--- src/hw/rtl/mbbs_isqrt.sv ---
// Iterative integer square root, one result bit per cycle.
module mbbs_isqrt #(
   parameter int IN_WIDTH = 52
) (
   input  logic                  clock,
   input  logic                  reset,
   input  logic                  start,
   input  logic [IN_WIDTH-1:0]   value,
   output logic                  done,
   output logic [IN_WIDTH/2-1:0] root
);

   localparam int OUT_WIDTH = IN_WIDTH / 2;
   localparam int CNT_W     = $clog2(OUT_WIDTH + 1);

   logic [IN_WIDTH-1:0]  val_ff, val_in;
   logic [OUT_WIDTH+1:0] rem_ff, rem_in;
   logic [OUT_WIDTH-1:0] root_ff, root_in;
   logic [CNT_W-1:0]     cnt_ff, cnt_in;
   logic                 busy_ff, busy_in;
   logic                 done_ff, done_in;
   logic [OUT_WIDTH+1:0] rem_shift;
   logic [OUT_WIDTH+1:0] trial;
   logic                 take;

   assign rem_shift = {rem_ff[OUT_WIDTH-1:0], val_ff[IN_WIDTH-1 -: 2]};
   assign trial     = {root_ff, 2'b01};
   assign take      = rem_shift >= trial;

   always_comb begin
      val_in  = val_ff;
      rem_in  = rem_ff;
      root_in = root_ff;
      cnt_in  = cnt_ff;
      busy_in = busy_ff;
      done_in = 1'b0;
      if (start) begin
         val_in  = value;
         rem_in  = '0;
         root_in = '0;
         cnt_in  = CNT_W'(OUT_WIDTH);
         busy_in = 1'b1;
      end else if (busy_ff) begin
         val_in  = {val_ff[IN_WIDTH-3:0], 2'b00};
         rem_in  = take ? rem_shift - trial : rem_shift;
         root_in = {root_ff[OUT_WIDTH-2:0], take};
         cnt_in  = cnt_ff - 1'b1;
         if (cnt_ff == CNT_W'(1)) begin
            busy_in = 1'b0;
            done_in = 1'b1;
         end
      end
   end

   always_ff @(posedge clock) begin
      if (reset) begin
         busy_ff <= 1'b0;
         done_ff <= 1'b0;
         cnt_ff  <= '0;
      end else begin
         busy_ff <= busy_in;
         done_ff <= done_in;
         cnt_ff  <= cnt_in;
      end
      val_ff  <= val_in;
      rem_ff  <= rem_in;
      root_ff <= root_in;
   end

   assign done = done_ff;
   assign root = root_ff;

endmodule

--- config.mk ---
export PLATFORM = sky130hd
export DESIGN_NAME = mbbs_isqrt
export DESIGN_NICKNAME = d
export VERILOG_FILES = /design/src/hw/rtl/mbbs_isqrt.sv
export SDC_FILE = /design/constraint.sdc
export NUM_CORES = 1
export LEC_CHECK = 0
export CAP_MARGIN = 20
export CELL_PAD_IN_SITES_DETAIL_PLACEMENT = 1
export CELL_PAD_IN_SITES_GLOBAL_PLACEMENT = 2
export CORE_MARGIN = 8
export CORE_UTILIZATION = 41
export CTS_CLUSTER_DIAMETER = 30
export DETAILED_ROUTE_END_ITERATION = 8
export DONT_BUFFER_PORTS = 1
export PLACE_DENSITY_LB_ADDON = 0.1
export SETUP_SLACK_MARGIN = 0.02
export SYNTH_ARGS = -nofsm -noshare
export SYNTH_HDL_FRONTEND = slang
export SYNTH_SLANG_ARGS = --single-unit
--- constraint.sdc ---
create_clock -name clock -period 3.84 [get_ports clock]
set_clock_uncertainty 0.15 [all_clocks]
set_input_delay 0.576 -clock clock [delete_from_list [all_inputs] [get_ports clock]]
set_output_delay 0.576 -clock clock [all_outputs]
set_load 0.02 [all_outputs]
==> results.tsv <==
metric	value	unit
dr.first_iter.drc_count	144	
hp-class	in -> reg	
finalHoldViolations	0	
dp_hpwl	9930	um
wl_per_cell	18.2	um
synthesis.nets	656	
worstSetupEndpointType	flip-flop	
drc	0	
postCtsSetupRepairBufs	0	
fin_crit	3390	ps
synth_edf_count	52	
yosys_warnings	0	
cp-start-kind	flip-flop	
p_leak	2.43	nW
path_clk_slew	80	ps
die-area	0.0186	sq mm
synth_top_area_frac	0.262	
cts_made_buffers	9	
die_x	136	um
fin_nets	646	
r2r_end	rem_ff[10]$_SDFFE_PP0P_	
grt_overflow	0	
cts_tree	yes	
avgSynthCellArea	10.4	sq um
n_antenna_cell	0	
path_max_fanout	11	
wirelength	13700	um
final_max_slew_viol_count	0	
holdCritStartpoint	reset	
fin_ws	451	ps
cts_max_path_buffers	2	
synthTopCellsByArea	edfxtp_1 (26%), dfxtp_1 (20%), mux2_2 (9.6%)	
outcome	finished clean	
cp.arrival	3510	ps
min_delay_path_depth	1	
drive_above_1_share	0.143	
setup_tns	0	ps
synth_seq_cells	111	
ant_nets	0	
cts.sinks	111	
core.rowCount	44	
synth_simple_gate_area_frac	0.107	
cts_resized	0	
track_usage	0.157	
coreArea	0.0144	sq mm
cts_hold_buffers	0	
synth-xor-area-share	0.0412	
synth.area.mux_share	0.170	
setup_viol	0	
fillCellCount	1577	
drv_cap	0	
multiInputGateArea	0.00293	sq mm
rsz0062_at_grt	false	
grt_max_degree	95	
ys_async_sr_fraction	0	
r2r_slack	450	ps
yosysTopAreaCell	edfxtp_1	
clk_latency	370	ps
worst_slew_pin_slew	1030	ps
syn_to_final_growth	7.19	%
cts-root-buf	clkbuf_16	
timing.rr.start	root[0]$_SDFFE_PP0P_	
io_pins	82	
vdd_ir_drop_max	0.000408	V
max_freq	295	MHz
critPathRequiredTime	3960	ps
drt_first_pass_iters	4	
place_ws	447	ps
antenna_found_initial	0	
die_y	136	um
port_buffers	0	
avgViaCountPerCell	5.37	
grt_pass1_wl	22800	um
relSlewSlack	0.316	
cts.htree.levels	3	
grt_pass1_vias	4395	
rr_worst_depth	11	
start_util	0.414	
area.sequential	0.00274	sq mm
min_delay_worst_endpoint	busy_ff$_SDFF_PP0_	
synth_compound_area_frac	0.111	
synth_area	0.00595	sq mm
p_per_area	998	mW/mm^2
via_count	4030	
timing.final.crit_share	0.882	
ys.flop_type	dfxtp_1	
critPathKind	reg -> reg	
place_congestion	0.784	
syn_inst	571	
synthDistinctLibCells	51	
stdcell_area	0.00638	sq mm
yosys.area_share.adder	0.0631	
synth_top_family_by_area	multiplexers	
yosysSeqAreaShare	0.461	
place_area	0.00609	sq mm
## through the flow
| stage | hold WS [ps] | power [mW] | std cells | util |
|---|---|---|---|---|
| 5_1_grt | 95.9 | 6.91 | 750 | 0.444 |
| 3_5_place_dp | 322 | 5.50 | 734 | 0.424 |
| 4_1_cts | 87.8 | 6.47 | 750 | 0.444 |
| 2_1_floorplan | 279 | 4.91 | 571 | - |
| 3_3_place_gp | 309 | 5.42 | 734 | 0.424 |
| 6_report | 111 | 6.37 | 750 | 0.444 |
## worst max path at each step
| stage | start | to | slack (ps) | cells after the start |
|---|---|---|---|---|
| after floorplan | root[0]$_SDFFE_PP0P_ | rem_ff[1]$_SDFFE_PP0P_ | 980 | 11 |
| after global placement | root[0]$_SDFFE_PP0P_ | rem_ff[12]$_SDFFE_PP0P_ | 610 | 11 |
| after detailed placement | root[0]$_SDFFE_PP0P_ | rem_ff[10]$_SDFFE_PP0P_ | 450 | 11 |
| after CTS | root[0]$_SDFFE_PP0P_ | rem_ff[10]$_SDFFE_PP0P_ | 420 | 11 |
| after global routing | root[0]$_SDFFE_PP0P_ | rem_ff[18]$_SDFFE_PP0P_ | 200 | 11 |
| final | root[0]$_SDFFE_PP0P_ | rem_ff[10]$_SDFFE_PP0P_ | 450 | 11 |
## cells in the mapped netlist, drive strengths merged (3+ instances only)
library cell	instances
nand2	34
inv	37
nor3	11
o311ai	5
clkbuf	19
edfxtp	52
nand3	8
a41oi	3
o21ai	31
and3	3
a211oi	12
mux2	51
a21oi	28
xnor2	17
xor2	11
a21o	3
nand4	6
nand2b	5
buf	8
and2	3
dfxtp	59
ha	30
mux2i	44
o21bai	5
nor2	57
a31oi	3
## registers in the layout (all words and copies together) (netlist names)
signal   cells
rem_ff      26
cnt_ff       5
busy_ff      1
done         1
root        26
val_ff      52
## area by class of cell
class / count / area share
well taps: 184 / 0.0361
flip-flops and latches: 111 / 0.430
clock inverters: 7 / 0.00981
clock buffers: 9 / 0.0353
multi-input cells: 396 / 0.460
repair buffers: 6 / 0.00706
inverters: 37 / 0.0218
## power breakdown
| part | total [mW] | leakage, nW | switching [mW] | internal (mW) |
|---|---|---|---|---|
| sequential | 1.59 | 1.00 | 0.149 | 1.44 |
| clock | 0.928 | 0.139 | 0.472 | 0.456 |
| combinational | 3.85 | 1.29 | 2.07 | 1.77 |
| total | 6.37 | 2.43 | 2.69 | 3.67 |
## cells by family (layout without fill, tap and decap cells)
logic type                 after synthesis  after routing
DFF                                    111            111
adders and majority gates               30             30
AOI/OAI and AO/OA                      104            104
muxes                                   95             95
and+or+nand+nor                        139            139
buffers and inverters                   64             59
xor gates and xnor gates                28             28
## cell usage in the layout (no fill, tap or decap), types with 3 or more instances in the layout
cell,instances
dfxtp_1,58
nor2_1,57
edfxtp_1,52
mux2_2,51
mux2i_1,44
inv_1,36
nand2_1,34
o21ai_0,31
ha_1,30
a21oi_1,28
xnor2_1,17
a211oi_1,12
nor3_1,11
xor2_1,11
clkbuf_16,9
nand3_1,8
nand4_1,6
buf_4,6
nand2b_1,5
o21bai_1,4
o311ai_0,4
a21o_1,3
and3_1,3
a31oi_1,3
and2_1,3
a41oi_1,3
inv_8,3
## routing by layer
layer | vias to the layer above | share of wire | GRT usage
met5 | - | 0 | 0
met4 | 0 | 0.013 | 0.0482
met3 | 12 | 0.072 | 0.0669
met2 | 64 | 0.48 | 0.252
met1 | 1933 | 0.44 | 0.185
li1 | 2021 | - | -
## critical path, cell delays in order, from the launching register on
cell      delay [ps]
dfxtp_1          500
inv_1             90
ha_1             360
nor2b_4          150
o31a_1           300
o311ai_2         330
o21bai_2         150
o211ai_2         160
and3_1           430
buf_4            310
mux2i_1          100
a211oi_1         260
Note: power is estimated with default switching activity, not from simulation.
